==> config.mk <==
export PLATFORM = sky130hd
export DESIGN_NAME = bblur_fifo
export DESIGN_NICKNAME = d
export VERILOG_FILES = /design/src/rtl/bblur_pkg.sv /design/src/rtl/bblur_fifo.sv
export SDC_FILE = /design/constraint.sdc
export NUM_CORES = 1
export LEC_CHECK = 0
export BUFFER_PORTS_ARGS = -buffer_cell sky130_fd_sc_hd__buf_2
export CAP_MARGIN = 15
export CORE_ASPECT_RATIO = 0.75
export CORE_MARGIN = 3
export CORE_UTILIZATION = 30
export CTS_CLUSTER_DIAMETER = 120
export DETAILED_ROUTE_END_ITERATION = 7
export GPL_TIMING_DRIVEN = 0
export REMOVE_ABC_BUFFERS = 1
export SLEW_MARGIN = 10
export SYNTH_ARGS = -nofsm -noshare
export SYNTH_HDL_FRONTEND = slang
export SYNTH_SLANG_ARGS = --single-unit
==> constraint.sdc <==
create_clock -name i_clk -period 2.9 [get_ports i_clk]
set_clock_uncertainty 0.2 [all_clocks]
set_input_delay 0.87 -clock i_clk [delete_from_list [all_inputs] [get_ports i_clk]]
set_output_delay 0.87 -clock i_clk [all_outputs]
set_load 0.02 [all_outputs]
==> src/rtl/bblur_pkg.sv <==
// shared types, constants and helper functions for the 3x3 box blur
`default_nettype none

package bblur_pkg;

    // parameter defaults
    localparam int MAX_WIDTH_DEF  = 1024;
    localparam int MAX_HEIGHT_DEF = 4096;

    // configuration port
    localparam int CFG_DATA_W  = 13;
    localparam int FRAME_W_W   = 11;
    localparam int FRAME_H_W   = 13;
    localparam int RESET_WIDTH  = 640;
    localparam int RESET_HEIGHT = 480;

    typedef enum logic [0:0] {
        CFG_FRAME_WIDTH  = 1'b0,
        CFG_FRAME_HEIGHT = 1'b1
    } t_cfg_reg;

    // queue between classifier and datapath
    localparam int QUEUE_DEPTH = 4;

    // datapath widths
    localparam int CHAN_W      = 8;
    localparam int SUM_W       = 12;
    localparam int CNT_W       = 4;
    localparam int RECIP_SHIFT = 20;
    localparam int RECIP_W     = RECIP_SHIFT + 1;

    typedef struct packed {
        logic                is_flush;
        logic [CHAN_W-1:0]   red_in;
        logic [CHAN_W-1:0]   green_in;
        logic [CHAN_W-1:0]   blue_in;
    } t_in_item;

    typedef struct packed {
        logic [CHAN_W-1:0]   red_out;
        logic [CHAN_W-1:0]   green_out;
        logic [CHAN_W-1:0]   blue_out;
        logic                frame_end;
    } t_out_item;

    typedef struct packed {
        logic [CHAN_W-1:0]   red;
        logic [CHAN_W-1:0]   green;
        logic [CHAN_W-1:0]   blue;
    } t_pix;

    // classified item handed from the front to the datapath
    typedef struct packed {
        t_pix        pix;
        logic        has_out;
        logic        frame_end;
        logic [2:0]  row_mask;
        logic [2:0]  col_mask;
    } t_work;

    // zero reads as one, large values saturate
    function automatic int unsigned clamp_dim(input int unsigned v, input int unsigned maxv);
        int unsigned res;
        if (v == 0) begin
            res = 1;
        end else if (v > maxv) begin
            res = maxv;
        end else begin
            res = v;
        end
        return res;
    endfunction

    // number of in-frame window pixels
    function automatic logic [CNT_W-1:0] mask_count(input logic [2:0] rm, input logic [2:0] cm);
        logic [1:0]       nr;
        logic [1:0]       nc;
        logic [CNT_W-1:0] n;
        nr = 2'(rm[0]) + 2'(rm[1]) + 2'(rm[2]);
        nc = 2'(cm[0]) + 2'(cm[1]) + 2'(cm[2]);
        n  = CNT_W'(nr) * CNT_W'(nc);
        if (n == '0) begin
            n = CNT_W'(1);
        end
        return n;
    endfunction

    // ceil(2^RECIP_SHIFT / n) for the divisors that can occur
    function automatic logic [RECIP_W-1:0] recip(input logic [CNT_W-1:0] n);
        logic [RECIP_W-1:0] m;
        case (n)
            CNT_W'(2): m = RECIP_W'(524288);
            CNT_W'(3): m = RECIP_W'(349526);
            CNT_W'(4): m = RECIP_W'(262144);
            CNT_W'(6): m = RECIP_W'(174763);
            CNT_W'(9): m = RECIP_W'(116509);
            default:   m = RECIP_W'(1048576);
        endcase
        return m;
    endfunction

endpackage

`default_nettype wire

==> src/rtl/bblur_fifo.sv <==
// short queue between the classifier and the blur datapath
`default_nettype none

module bblur_fifo #(
    parameter int DEPTH = bblur_pkg::QUEUE_DEPTH,
    parameter int DW    = 8
) (
    input  wire logic          i_clk,
    input  wire logic          i_rst_n,
    input  wire logic          i_push,
    input  wire logic [DW-1:0] i_data,
    output logic               o_full,
    input  wire logic          i_pop,
    output logic               o_valid,
    output logic [DW-1:0]      o_data
);

    localparam int PW = (DEPTH > 1) ? $clog2(DEPTH) : 1;
    localparam int NW = $clog2(DEPTH + 1);

    logic [DW-1:0] r_mem [DEPTH];
    logic [PW-1:0] r_wr_ptr, n_wr_ptr;
    logic [PW-1:0] r_rd_ptr, n_rd_ptr;
    logic [NW-1:0] r_count,  n_count;
    logic          do_push;
    logic          do_pop;

    assign o_full  = (r_count == NW'(DEPTH));
    assign o_valid = (r_count != '0);
    assign o_data  = r_mem[r_rd_ptr];
    assign do_push = i_push && !o_full;
    assign do_pop  = i_pop && o_valid;

    // pointer and fill level
    always_comb begin
        n_wr_ptr = r_wr_ptr;
        n_rd_ptr = r_rd_ptr;
        n_count  = r_count;
        if (do_push) begin
            n_wr_ptr = (r_wr_ptr == PW'(DEPTH - 1)) ? '0 : r_wr_ptr + PW'(1);
        end
        if (do_pop) begin
            n_rd_ptr = (r_rd_ptr == PW'(DEPTH - 1)) ? '0 : r_rd_ptr + PW'(1);
        end
        if (do_push && !do_pop) begin
            n_count = r_count + NW'(1);
        end else if (do_pop && !do_push) begin
            n_count = r_count - NW'(1);
        end
    end

    always_ff @(posedge i_clk) begin
        if (!i_rst_n) begin
            r_wr_ptr <= '0;
            r_rd_ptr <= '0;
            r_count  <= '0;
        end else begin
            r_wr_ptr <= n_wr_ptr;
            r_rd_ptr <= n_rd_ptr;
            r_count  <= n_count;
        end
    end

    // entry storage
    always_ff @(posedge i_clk) begin
        if (do_push) begin
            r_mem[r_wr_ptr] <= i_data;
        end
    end

endmodule

`default_nettype wire

**After elaboration in Yosys (flattened, before gate mapping)**

Memory sizes are Yosys's and may differ from the RTL's. A register that Yosys moved wholly into a read port is not among the register bits.
Index checks and enable logic that the tools add are counted.

- $add $sub $neg: 4
- Eq/ne operators: 3
- Muxes and demuxes: 8
- Reductions and logical operators: 9

Operator list:

| operator | number |
|---|---|
| 2-bit 2-to-1 mux | 4 |
| 3-bit 2-to-1 mux | 2 |
| 2-bit by 1-bit adder with 2-bit output (second input constant) | 2 |
| 2-bit == test (second input constant) | 2 |
| 1-bit logical AND | 4 |
| 3-bit by 1-bit adder with 3-bit output (second input constant) | 1 |
| 3-bit == test (second input constant) | 1 |
| 1-bit zero test | 3 |
| 3-bit nonzero test | 1 |
| 3-bit by 1-bit subtractor with 3-bit output (second input constant) | 1 |
| 1-bit 2-to-1 mux | 2 |
| 2-bit nonzero test | 1 |

- Bits in registers: 7
- Memory bits (writable): 32
- Input bits: 12
- Output and inout bits: 10
- Word-level logic and storage cells: 28
- Memories: 1

Memory list:

| memory | depth | width | rd ports | clocked after Yosys merged registers in | wr ports | line | RTL |
|---|---|---|---|---|---|---|---|
| r_mem | 4 | 8 | 1 | 1 | 1 | bblur_fifo.sv:21 | `logic [DW-1:0] r_mem [DEPTH];` |

**Logic depth before layout (Yosys ltp)**

- Word-level depth: 7
- Mapped depth: 9
- Depth with buffers taken out: 8

**Worst setup path before layout**

No wires, ideal clock.

- Path kind: in2reg
- Start point: input i_push
- End point: register r_count[2]
- Library setup time: 0.076 ns
- Arrival time: 2.421 ns
- Data required time: 2.624 ns
- Slack: 0.203 ns
- Cell stages on the path: 8
- Path buffers: 1
- Cell sequence: nor2b_1 buf_2 ha_1 inv_1 fa_1 xor2_1 or3_2 a21boi_0

- Longest elaborated chain between the ends: 4
- Elaborated cells between the ends (all ways): 6
- Those cells by class: mux: 1; reduce/logical: 5

Ends and longest elaborated chain:

| item | line | RTL |
|---|---|---|
| from (decl) | bblur_fifo.sv:10 | `input wire logic i_push,` |
| 1-bit logical AND (*) | bblur_fifo.sv:31 | `assign do_push = i_push && !o_full;` |
| net do_push | bblur_fifo.sv:25 | `logic do_push;` |
| 1-bit zero test | bblur_fifo.sv:47 | `end else if (do_pop && !do_push) begin` |
| 1-bit logical AND | bblur_fifo.sv:47 |  |
| 2-bit nonzero test (no line) | -- |  |
| to (signal assigned) | bblur_fifo.sv:60 | `r_count <= n_count;` |
| to (decl) | bblur_fifo.sv:24 | `logic [NW-1:0] r_count, n_count;` |

The timed path passes the listed nets; every way through them passes the cells marked *.
A chain may end at the register's enable or synchronous reset.

**Final worst setup path**

- Start point: register r_count[1]
- End point: register r_count[2]

- Longest elaborated chain between the ends: 6
- Elaborated cells between the ends (all ways): 14
- Those cells by class: add/sub: 2; eq/ne: 1; mux: 2; reduce/logical: 9

Ends and longest elaborated chain:

| item |
|---|
| parallel branches: the longest is 6 deep, another holds 3-bit by 1-bit subtractor with 3-bit output |

Parallel ways; which one is timed is not known. The select of a mux whose other input is x is not followed.

==> run_results.csv <==
group,metric,value,unit
timing,worst_pin_slew,0.532,ns
timing,rsz0062_at_grt,"no",
timing,max_freq,376,MHz
worst_setup_path,worstPathCellList,"o31ai_1 > ha_1 > inv_1 > fa_1 > xor2_1 > or3_2 > a21boi_0",
floorplan,ios,22,
power,p_int,1180,uW
power,switchingPower,493,uW
clock_network,numCtsBuffers,5,
placement,gp_congestion,0.638,
floorplan,core-area,5060,um2
logic_synthesis,avgSynthCellArea,17.6,um2
route,vias,837,
power,combPwrFrac,0.256,
logic_synthesis,synth_flop_cell,"edfxtp_1",
worst_setup_path,cp.buffers_inverters,1,
logic_synthesis,ys_warn_count,0,
timing,fin_hold_ws,0.320,ns
cells_and_area,antenna_cells,0,
route,vias_per_cell,4.41,
grt,overflow,0,
logic_synthesis,synth_edf_count,32,
clock_network,cts.clk_slew.worst_paths,0.08,ns
route,wl,2790,um
placement,hpwl,1930,um
clock_network,cts_tree,"yes",
logic_synthesis,synthesis.area,1630,um2
grt,grt_max_degree,14,
floorplan,rows,22,
cells_and_area,layout_common_cells,"edfxtp_1 (32), buf_2 (21), mux4_2 (8), dfxtp_1 (8)",
power,ir_drop,0.280,mV
worst_setup_path,crit_arrival,2.68,ns
worst_hold_path,hold_path.class,"reg -> reg",
worst_setup_path,cp_max_fo,5,
logic_synthesis,synth_top_area_share,0.589,
grt,grt_util_all_layers,0.0960,
status,status,"finished clean",
clock_network,clock-root-buffer,"clkbuf_8",
timing,fin_crit_sh,0.916,
route,firstDrtPassIters,2,
route,antenna_left,0,
clock_network,post_cts_buffers,0,
power,p_clk_frac,0.264,
route,wl_per_cell,14.7,um
clock_network,cts_hold_buffers,0,
cells_and_area,final_cells,190,
logic_synthesis,synthArstFlopShare,0,
clock_network,clock_path_buffers,2,
power,swShare,0.294,
timing,setup_tns,0,ns
logic_synthesis,ys_seq_area_frac,0.699,
cells_and_area,layout_commonest_cell,"edfxtp_1",
logic_synthesis,yosys.area.top_type,"edfxtp_1",
timing,hold_viol_final,0,
cells_and_area,postLayoutCoreUtil,0.379,
timing,drv_slew,0,
power,seqPwrFrac,0.480,
job,max_cap_violations,0,
timing,finalSetupViolCount,0,
route,drc,0,
clock_network,h-tree-depth,2,
grt,antenna_found_initial,0,
clock_network,cts_sinks,41,
power,power_density,872,nW/um2
placement,port_buffers,21,
logic_synthesis,synth-seq-cells,41,
power,total_leakage_power,0.000692,uW
floorplan,dieWidth,91.2,um
grt,grt_first_pass_wirelength,4430,um
placement,dp.cells,182,
floorplan,die-area,6370,um2
cells_and_area,area_growth,17.7,%
route,drt-initial-drc-count,31,
worst_setup_path,critPathCaptureType,"register",
floorplan,initial_utilization,0.322,
logic_synthesis,synth_area_leaders,"edfxtp_1 (59%), dfxtp_1 (11%), mux4_2 (11%)",
worst_setup_path,startpoint_type,"register",
cells_and_area,nNetsFinal,136,
floorplan,dieHeight,69.9,um
cells_and_area,multiInputGateArea,465,um2
clock_network,clk_latency,0.29,ns
grt,grt_pass1_vias,870,
logic_synthesis,yosysUniqueCellTypes,23,
worst_setup_path,crit_slowest_cell,"o31ai_1",
cells_and_area,nFillCells,482,
power,total_power,1680,uW
timing,relSlewSlack,0.642,
worst_setup_path,cp.required,2.92,ns
worst_setup_path,cpLargestDelayFamily,"compound AO/OA/AOI/OAI gates",
cells_and_area,drive_gt1_frac,0.339,
logic_synthesis,netlist_instances,93,
worst_setup_path,timing_worst_setup_path_type,"reg -> reg",
cells_and_area,seq_area,1140,um2
timing,period_needed,2.66,ns
worst_setup_path,cpPeakStageDelay,0.52,ns
## layout make-up
cell class | instances | share of cell area
sequential | 41 | 0.594
multi-input combinational | 45 | 0.242
timing repair buffer | 21 | 0.0547
tap | 72 | 0.0469
clock buffer | 6 | 0.0378
clock inverter | 2 | 0.0182
inverter | 3 | 0.00586
## worst paths after layout
kind	start	cells past startpoint	slack [ns]	endpoint
worst min-delay path	r_wr_ptr[1]	2	0.32	r_wr_ptr[1]
worst max register to register	r_count[1]	7	0.24	r_count[2]
worst min register to register	r_wr_ptr[1]	2	0.32	r_wr_ptr[1]
worst max-delay path	r_count[1]	7	0.24	r_count[2]
## state kept, by name (all words and copies together), names as in the netlist, named ones only
name	cells
r_rd_ptr	2
r_mem	32
r_count	3
r_wr_ptr	2
## stage by stage
| stage | instance area [um2] | setup slack [ns] |
|---|---|---|
| after floorplan | 1620 | 0.0743 |
| after global placement | 1810 | -0.116 |
| after detailed placement | 1810 | -0.208 |
| after CTS | 1920 | 0.0179 |
| after global routing | 1920 | 0.125 |
| final | 1920 | 0.244 |
## cell families after synthesis
| group | share of synthesized area |
|---|---|
| compound gates | 0.0184 |
| xor+xnor | 0.0107 |
| fa+ha+maj | 0.0582 |
| buf+inv | 0.0176 |
| flops | 0.699 |
| mux | 0.129 |
| simple gates | 0.0674 |
## routing by layer
metal | wire (um) | share of wire | global-route usage | vias to the layer above
met5 | 0 | 0 | 0 | -
met3 | 152 | 0.054 | 0.0484 | 5
li1 | - | - | - | 395
met4 | 37 | 0.013 | 0.0351 | 0
met2 | 1380 | 0.49 | 0.151 | 16
met1 | 1220 | 0.44 | 0.113 | 421
## power groups by stage
stage / clock network [uW] / registers [uW] / logic [uW]
after floorplan: 0 / 793 / 319
after global placement: 0 / 810 / 417
after detailed placement: 0 / 818 / 437
after CTS: 462 / 807 / 438
after global routing: 484 / 822 / 468
final: 443 / 804 / 428
## synthesized netlist by cell type (2+ instances only)
| cell type | n |
|---|---|
| and2_1 | 5 |
| buf_2 | 2 |
| dfxtp_1 | 9 |
| edfxtp_1 | 32 |
| ha_1 | 6 |
| inv_1 | 3 |
| mux2i_1 | 3 |
| mux4_2 | 8 |
| nand2_1 | 6 |
| nand3_1 | 2 |
| nor2_1 | 2 |
| nor2b_1 | 2 |
| o21ai_0 | 3 |
## tightest hold or removal path, cell delays in order, from the launching register on
cell,delay [ns]
dfxtp_1,0.34
nand2_1,0.07
mux2i_1,0.06
## repair_timing
action | CTS | global route
endpoints found under the hold margin | 0 | 0
gates resized for setup | 0 | 2
setup endpoints to repair | 0 | 9
Power figures use the tool's default switching activity.
