$ cat src/rtl/bblur_pkg.sv
// shared types, constants and helper functions for the 3x3 box blur
`default_nettype none

package bblur_pkg;

    // parameter defaults
    localparam int MAX_WIDTH_DEF  = 1024;
    localparam int MAX_HEIGHT_DEF = 4096;

    // configuration port
    localparam int CFG_DATA_W  = 13;
    localparam int FRAME_W_W   = 11;
    localparam int FRAME_H_W   = 13;
    localparam int RESET_WIDTH  = 640;
    localparam int RESET_HEIGHT = 480;

    typedef enum logic [0:0] {
        CFG_FRAME_WIDTH  = 1'b0,
        CFG_FRAME_HEIGHT = 1'b1
    } t_cfg_reg;

    // queue between classifier and datapath
    localparam int QUEUE_DEPTH = 4;

    // datapath widths
    localparam int CHAN_W      = 8;
    localparam int SUM_W       = 12;
    localparam int CNT_W       = 4;
    localparam int RECIP_SHIFT = 20;
    localparam int RECIP_W     = RECIP_SHIFT + 1;

    typedef struct packed {
        logic                is_flush;
        logic [CHAN_W-1:0]   red_in;
        logic [CHAN_W-1:0]   green_in;
        logic [CHAN_W-1:0]   blue_in;
    } t_in_item;

    typedef struct packed {
        logic [CHAN_W-1:0]   red_out;
        logic [CHAN_W-1:0]   green_out;
        logic [CHAN_W-1:0]   blue_out;
        logic                frame_end;
    } t_out_item;

    typedef struct packed {
        logic [CHAN_W-1:0]   red;
        logic [CHAN_W-1:0]   green;
        logic [CHAN_W-1:0]   blue;
    } t_pix;

    // classified item handed from the front to the datapath
    typedef struct packed {
        t_pix        pix;
        logic        has_out;
        logic        frame_end;
        logic [2:0]  row_mask;
        logic [2:0]  col_mask;
    } t_work;

    // zero reads as one, large values saturate
    function automatic int unsigned clamp_dim(input int unsigned v, input int unsigned maxv);
        int unsigned res;
        if (v == 0) begin
            res = 1;
        end else if (v > maxv) begin
            res = maxv;
        end else begin
            res = v;
        end
        return res;
    endfunction

    // number of in-frame window pixels
    function automatic logic [CNT_W-1:0] mask_count(input logic [2:0] rm, input logic [2:0] cm);
        logic [1:0]       nr;
        logic [1:0]       nc;
        logic [CNT_W-1:0] n;
        nr = 2'(rm[0]) + 2'(rm[1]) + 2'(rm[2]);
        nc = 2'(cm[0]) + 2'(cm[1]) + 2'(cm[2]);
        n  = CNT_W'(nr) * CNT_W'(nc);
        if (n == '0) begin
            n = CNT_W'(1);
        end
        return n;
    endfunction

    // ceil(2^RECIP_SHIFT / n) for the divisors that can occur
    function automatic logic [RECIP_W-1:0] recip(input logic [CNT_W-1:0] n);
        logic [RECIP_W-1:0] m;
        case (n)
            CNT_W'(2): m = RECIP_W'(524288);
            CNT_W'(3): m = RECIP_W'(349526);
            CNT_W'(4): m = RECIP_W'(262144);
            CNT_W'(6): m = RECIP_W'(174763);
            CNT_W'(9): m = RECIP_W'(116509);
            default:   m = RECIP_W'(1048576);
        endcase
        return m;
    endfunction

endpackage

`default_nettype wire

$ cat src/rtl/bblur_front.sv
// frame position tracking and classification of incoming items
`default_nettype none

module bblur_front #(
    parameter int MAX_WIDTH  = bblur_pkg::MAX_WIDTH_DEF,
    parameter int MAX_HEIGHT = bblur_pkg::MAX_HEIGHT_DEF,
    localparam int CW = (MAX_WIDTH > 1) ? $clog2(MAX_WIDTH) : 1
) (
    input  wire logic                                i_clk,
    input  wire logic                                i_rst_n,
    input  wire logic                                i_cfg_we,
    input  wire bblur_pkg::t_cfg_reg                 i_cfg_index,
    input  wire logic [bblur_pkg::CFG_DATA_W-1:0]    i_cfg_data,
    input  wire logic                                i_in_valid,
    output logic                                     o_in_ready,
    input  wire bblur_pkg::t_in_item                 i_in_data,
    input  wire logic                                i_full,
    output logic                                     o_push,
    output bblur_pkg::t_work                         o_work,
    output logic [CW-1:0]                            o_addr
);

    localparam int WW = $clog2(MAX_WIDTH + 1);
    localparam int HW = $clog2(MAX_HEIGHT + 1);
    localparam int RW = $clog2(MAX_HEIGHT + 2);
    localparam int unsigned RST_W = bblur_pkg::clamp_dim(bblur_pkg::RESET_WIDTH, MAX_WIDTH);
    localparam int unsigned RST_H = bblur_pkg::clamp_dim(bblur_pkg::RESET_HEIGHT, MAX_HEIGHT);

    logic [WW-1:0] r_w;
    logic [HW-1:0] r_h;
    logic [CW-1:0] r_col, n_col;
    logic [RW-1:0] r_row, n_row;

    logic          accept;
    logic          col_zero;
    logic [WW-1:0] col_next;
    logic          wrap;
    logic [CW-1:0] w_last;
    logic [CW-1:0] ocol;
    logic [RW-1:0] orow;
    logic [RW-1:0] h_ext;
    logic          has_out;
    logic          frame_end;

    assign o_in_ready = !i_full;
    assign accept     = i_in_valid && !i_full;
    assign o_push     = accept;
    assign o_addr     = r_col;

    // output coordinates and neighbourhood masks for the current position
    always_comb begin
        col_zero  = (r_col == '0);
        col_next  = WW'(r_col) + WW'(1);
        wrap      = (col_next >= r_w);
        w_last    = CW'(r_w - WW'(1));
        h_ext     = RW'(r_h);
        ocol      = col_zero ? w_last : r_col - CW'(1);
        has_out   = col_zero ? (r_row >= RW'(2)) : (r_row >= RW'(1));
        orow      = col_zero ? r_row - RW'(2) : r_row - RW'(1);
        frame_end = has_out && (orow >= h_ext - RW'(1)) && (ocol == w_last);

        o_work.pix       = i_in_data.is_flush ? '0 :
                           {i_in_data.red_in, i_in_data.green_in, i_in_data.blue_in};
        o_work.has_out   = has_out;
        o_work.frame_end = frame_end;
        o_work.row_mask[0] = (orow != '0) && (orow <= h_ext);
        o_work.row_mask[1] = (orow < h_ext);
        o_work.row_mask[2] = ((orow + RW'(1)) < h_ext);
        o_work.col_mask[0] = (ocol != '0);
        o_work.col_mask[1] = (WW'(ocol) < r_w);
        o_work.col_mask[2] = ((WW'(ocol) + WW'(1)) < r_w);
    end

    // next position: restart on register write or frame end
    always_comb begin
        n_col = r_col;
        n_row = r_row;
        if (i_cfg_we) begin
            n_col = '0;
            n_row = '0;
        end else if (accept) begin
            if (frame_end) begin
                n_col = '0;
                n_row = '0;
            end else if (wrap) begin
                n_col = '0;
                n_row = r_row + RW'(1);
            end else begin
                n_col = CW'(col_next);
            end
        end
    end

    always_ff @(posedge i_clk) begin
        if (!i_rst_n) begin
            r_col <= '0;
            r_row <= '0;
        end else begin
            r_col <= n_col;
            r_row <= n_row;
        end
    end

    // frame size registers, kept clamped
    always_ff @(posedge i_clk) begin
        if (!i_rst_n) begin
            r_w <= WW'(RST_W);
            r_h <= HW'(RST_H);
        end else if (i_cfg_we) begin
            unique case (i_cfg_index)
                bblur_pkg::CFG_FRAME_WIDTH: begin
                    r_w <= WW'(bblur_pkg::clamp_dim(
                        32'(i_cfg_data[bblur_pkg::FRAME_W_W-1:0]), MAX_WIDTH));
                end
                bblur_pkg::CFG_FRAME_HEIGHT: begin
                    r_h <= HW'(bblur_pkg::clamp_dim(
                        32'(i_cfg_data[bblur_pkg::FRAME_H_W-1:0]), MAX_HEIGHT));
                end
                default: begin
                end
            endcase
        end
    end

endmodule

`default_nettype wire

$ cat config.mk
export PLATFORM = sky130hd
export DESIGN_NAME = bblur_front
export DESIGN_NICKNAME = d
export VERILOG_FILES = /design/src/rtl/bblur_pkg.sv /design/src/rtl/bblur_front.sv
export SDC_FILE = /design/constraint.sdc
export NUM_CORES = 1
export LEC_CHECK = 0
export BUFFER_PORTS_ARGS = -buffer_cell sky130_fd_sc_hd__clkbuf_2
export CAP_MARGIN = 5
export CORE_MARGIN = 2
export CORE_UTILIZATION = 45
export DETAILED_ROUTE_END_ITERATION = 10
export GPL_TIMING_DRIVEN = 0
export HOLD_SLACK_MARGIN = 0.02
export MAX_ROUTING_LAYER = met4
export PLACE_DENSITY = 0.68
export REMOVE_ABC_BUFFERS = 1
export SETUP_SLACK_MARGIN = 0.4
export SLEW_MARGIN = 40
export SYNTH_ARGS = -nofsm -noshare
export SYNTH_HDL_FRONTEND = slang
export SYNTH_SLANG_ARGS = --single-unit
$ cat constraint.sdc
create_clock -name i_clk -period 4.26 [get_ports i_clk]
set_input_delay 0.426 -clock i_clk [delete_from_list [all_inputs] [get_ports i_clk]]
set_output_delay 0.426 -clock i_clk [all_outputs]
set_load 0.02 [all_outputs]
# ---- Yosys cells after proc, flatten, opt, wreduce, memory -nomap -nowiden
# Cells that the tools add are included.
dict set report totals {
  ff_bits 47
  elab_cells 54
}
dict set report op_classes {
  add_sub_neg 9
  n_lt_le_gt_ge 11
  eq_ne 1
  mux 12
  bitwise_logic 2
  n_reduce_logical 15
}
# op n
set ops {}
lappend ops {{$mux W13} 5}
lappend ops {{$mux W10} 3}
lappend ops {{$add A13 B1 Y13 const B} 2}
lappend ops {{$lt A13 B13 Y1} 2}
lappend ops {{$sub A13 B1 Y13 const B} 2}
lappend ops {{$mux W24} 1}
lappend ops {{$add A10 B1 Y11 const B} 2}
lappend ops {{$mux W11} 2}
lappend ops {{$sub A10 B1 Y10 const B} 2}
lappend ops {{$ge A13 B1 Y1 const B} 1}
lappend ops {{$ge A13 B13 Y1} 1}
lappend ops {{$ge A13 B2 Y1 const B} 1}
lappend ops {{$gt A13 B13 Y1 const B} 1}
lappend ops {{$le A13 B13 Y1} 1}
lappend ops {{$logic_not A13 Y1} 1}
lappend ops {{$reduce_bool A13 Y1} 1}
lappend ops {{$sub A13 B2 Y13 const B} 1}
lappend ops {{$ge A11 B11 Y1} 1}
lappend ops {{$gt A11 B11 Y1 const B} 1}
lappend ops {{$logic_not A11 Y1} 1}
lappend ops {{$lt A10 B11 Y1} 1}
lappend ops {{$lt A11 B11 Y1} 1}
lappend ops {{$eq A10 B10 Y1} 1}
lappend ops {{$logic_not A10 Y1} 1}
lappend ops {{8 further kinds} 14}

# ---- Logic depth before layout (Yosys ltp)
dict set report logic_depth {
  word_depth 7
  mapped_depth 18
  depth_no_buf 16
}

# ---- Least setup slack after synthesis
# Ideal clock, no wire load.
dict set report synth_path {
  kind {register to output}
  startpoint {register r_col[0] (netlist: o_addr[0])}
  endpoint {output o_work[5] (netlist bit)}
  t_arrival_ns 4.076
  setup_slack_ns -0.242
  path_stages_with_launch 18
  n_path_buf 2
  path_cell_list {dfxtp_1 -> inv_1 -> ha_1 -> or4b_1 -> buf_2 -> nor3_2 -> buf_4 -> xnor2_1 -> ha_1 -> nand3_1 -> nor4_2 -> nand2_1 -> xnor2_1 -> ha_1 -> a21o_1 -> a21o_1 -> a221o_1 -> a31oi_1}
}
# item line_no
set synth_rtl {}
lappend synth_rtl {{start, declared} bblur_front.sv:31} ;# logic [CW-1:0] r_col, n_col;
lappend synth_rtl {{start signal, assigned} bblur_front.sv:99} ;# r_col <= n_col;
lappend synth_rtl {{end, declared} bblur_front.sv:19} ;# output bblur_pkg::t_work o_work,

==> reports/metrics.csv <==
stage,metric,value,unit
run_status,status,"complete, but fails checks",
run_status,violations,negative setup slack,
power,p_int,1.02,mW
floorplanning,num_io_pins,88,
logic_synthesis,synth_area_per_cell,7.80,um^2
sta,max_slew_margin,49.0,%
cells_and_area,drive_gt1_share,28.0,%
logic_synthesis,synthDistinctLibCells,71,
logic_synthesis,netlist.area_leader.share,19.3,%
placement,hpwl,12300,um
critical_path,cp_slowest_cell,or4b_4,
power,p_leak,3.13,nW
sta,finalHoldViolations,0,
logic_synthesis,synthMuxAreaShare,0.727,%
sta,final_max_slew_viol_count,0,
critical_path,r2r-start,o_addr[0],
min_path,whs_path_depth,2,
cells_and_area,final_core_util,59.7,%
logic_synthesis,yosys.area_share.adder,19.7,%
power,vdd_ir_drop_max,0.000144,V
sta,setup_ws,-0.400,ns
sta,finalCritPeriodShare,109,%
cells_and_area,diodes,0,
routing,drt-pass1-iter-count,5,
floorplanning,dieArea,13100,um^2
sta,setup_viol,12,
clock_tree,numClockSinks,47,
sta,fmax,215,MHz
power,power_density,214,nW/um^2
logic_synthesis,ys_ff_latch,47,
logic_synthesis,syn_area,5510,um^2
critical_path,crit_path_start_kind,flop,
clock_tree,cts_root_buf,clkbuf_16,
min_path,min_from,i_cfg_data[5],
flow_run,maxCapViolCount,0,
sta,tightest_slew,0.759,ns
critical_path,critPathKind,reg2out,
sta,skew,0.00464,ns
routing,wl_per_cell,17.7,um
clock_tree,clk-insertion-delay-late,0.29,ns
routing,ant_nets,0,
grt,grt.total_usage,26.0,%
critical_path,startpoint,o_addr[0],
floorplanning,core_area,12000,um^2
logic_synthesis,synth-xor-area-share,11.7,%
cells_and_area,fillers,1031,
critical_path,critPathMaxFanout,6,
critical_path,cpLargestDelayFamily,simple AND/OR/NAND/NOR gates,
cells_and_area,layout.nets,946,
power,switchingPower,0.513,mW
placement,gp_congestion,0.957,
grt,grt_max_degree,25,
clock_tree,htreeDepth,2,
clock_tree,cts_tree,yes,
logic_synthesis,ys_async_sr_fraction,0,%
power,pwr-share-seq,30.3,%
power,netSwitchingFraction,33.5,%
clock_tree,clock_path_buffers,2,
logic_synthesis,yosys.area_share.simple,26.1,%
logic_synthesis,synth_top_family_by_area,simple AND/OR/NAND/NOR gates,
critical_path,rr_worst_depth,20,
grt,grt_pass1_wl,26800,um
min_path,min_path_type,in2reg,
clock_tree,clk_pin_slew,0.07,ns
critical_path,cpPeakStageDelay,0.53,ns
placement,io_buffer_count,87,
routing,dr_total_vias,5589,
critical_path,cpMostUsedCell,buf_4,
critical_path,path_buf_inv,6,
routing,routed_wl,17100,um
routing,drt_iter0_markers,606,
grt,grt-ovfl-total,0,
floorplanning,die_w,115,um
logic_synthesis,synth.area.top_cells,"ha_1 (19%), dfxtp_1 (17%), xnor2_1 (7.6%)",
logic_synthesis,yosys_warnings,0,
critical_path,crit_required,3.83,ns
power,p_comb_share,39.6,%
sta,period_minus_slack,4.66,ns
critical_path,crit_cells,18,
grt,antenna_found_initial,0,
placement,place_ws,-0.965,ns
routing,viasPerCell,5.79,
logic_synthesis,synth_compound_area_share,18.3,%
critical_path,crit_arrival,4.23,ns
logic_synthesis,yosysSeqAreaShare,17.1,%
logic_synthesis,synth_edf_count,0,
logic_synthesis,synth_flop_cell,dfxtp_1,
sta,rsz0062_at_grt,yes,
clock_tree,numCtsBuffers,5,
critical_path,path_cells,inv_2 -> ha_4 -> or4b_4 -> buf_6 -> nor4_4 -> buf_4 -> o21ai_4 -> xnor2_2 -> nand2_2 -> nor4_4 -> buf_4 -> nand4_1 -> xnor2_1 -> ha_1 -> buf_4 -> a221o_1 -> a31oi_1 -> buf_4,
critical_path,critPathCaptureType,output port,
floorplanning,die_h,115,um
logic_synthesis,synth_most_common_cell,ha_1,
logic_synthesis,yosysTopAreaCell,ha_1,
power,clock_power_share,30.1,%
logic_synthesis,synthCells,706,
cells_and_area,area_growth,29.7,%
floorplanning,rows,40,
floorplanning,start_util,46.1,%
logic_synthesis,synth.top_cells.by_count,"ha_1 (85), nor2_1 (57), inv_1 (56)",
grt,grt_pass1_vias,5497,
routing,post-route-drc-count,0,
==> layout make-up <==
cell class              count  area (um^2)  share of cell area, %
clock inverters             2         35.0                  0.490
clock buffers               6          139                   1.94
multi-input cells         573         4720                   66.1
repair buffers            134          900                   12.6
inverters                  56          213                   2.98
flip-flops and latches     47          952                   13.3
well taps                 147          184                   2.57
==> routing by layer <==
metal	global-route usage [%]	wire, um
met4	11.3	453
met3	2.96	563
met2	43.5	8690
met1	31.5	7410
met5	-	0
==> sequential cells by signal (all words and copies together) (netlist names) <==
signal / flops
r_row: 13
h_ext: 13
o_addr: 10
r_w: 11
==> what timing repair did <==
action / CTS / global route
hold buffers: 0 / 0
endpoints found under the setup margin: 29 / 29
cloned: 0 / 1
setup buffers: 28 / 18
pin swaps: 40 / 38
gates resized for setup: 83 / 45
==> cells by family after synthesis <==
group           count (synthesis)
compound gates                147
xor+xnor                       73
fa+ha+maj                      87
buf+inv                        86
flops                          47
mux                             4
simple gates                  262
==> worst reg2reg max path, delay by kind of cell (launching register included) <==
kind | cells | cell delay [ns]
compound gates | 6 | 1.37
simple gates | 5 | 1.16
buf+inv | 6 | 0.72
fa+ha+maj | 2 | 0.37
flops | 1 | 0.36
xor+xnor | 1 | 0.20
==> placed cells by master (no fill, tap or decap), types with 7 or more instances in the layout <==
master,Yosys,routed
a21oi_1,38,33
a22oi_1,7,7
and2_1,7,7
and3_1,11,11
buf_4,3,37
buf_6,2,11
clkbuf_2,0,81
dfxtp_1,47,42
ha_1,85,78
inv_1,56,49
nand2_1,43,40
nand2b_1,8,8
nand3_1,27,23
nand4_1,13,13
nor2_1,57,53
nor2b_1,30,29
nor3_1,13,11
nor3b_1,8,8
nor4_1,10,10
o21a_1,14,14
o21ai_0,30,19
or3_1,9,7
xnor2_1,48,41
xor2_1,24,20
==> power by group through the flow <==
stage	Clock, mW	Combinational (mW)	Sequential, mW
floorplan	0	0.351	0.470
global placement	0	0.472	0.474
detailed placement	0	0.489	0.474
CTS	0.465	0.546	0.462
global route	0.487	0.673	0.464
finish	0.460	0.606	0.463
==> final timing paths <==
path	endpoint	slack (ns)
setup / recovery	o_work[5]	-0.40
hold / removal	h_ext[5]	0.41
setup reg to reg	r_row[4]	-0.01
hold reg to reg	r_w[10]	0.46
==> through the flow <==
stage / instance area (um^2) / TNS, ns / hold slack [ns] / power, mW / std cells
final: 7150 / -1.20 / 0.408 / 1.53 / 965
after global routing: 7150 / -4.47 / 0.410 / 1.62 / 965
after CTS: 6770 / -0.688 / 0.402 / 1.47 / 946
after detailed placement: 6000 / -20.48 / 0.455 / 0.963 / 910
after global placement: 5990 / -16.18 / 0.446 / 0.946 / 910
after floorplan: 5370 / -0.896 / 0.436 / 0.820 / 676
No activity file was read; power rests on OpenSTA's default activity.
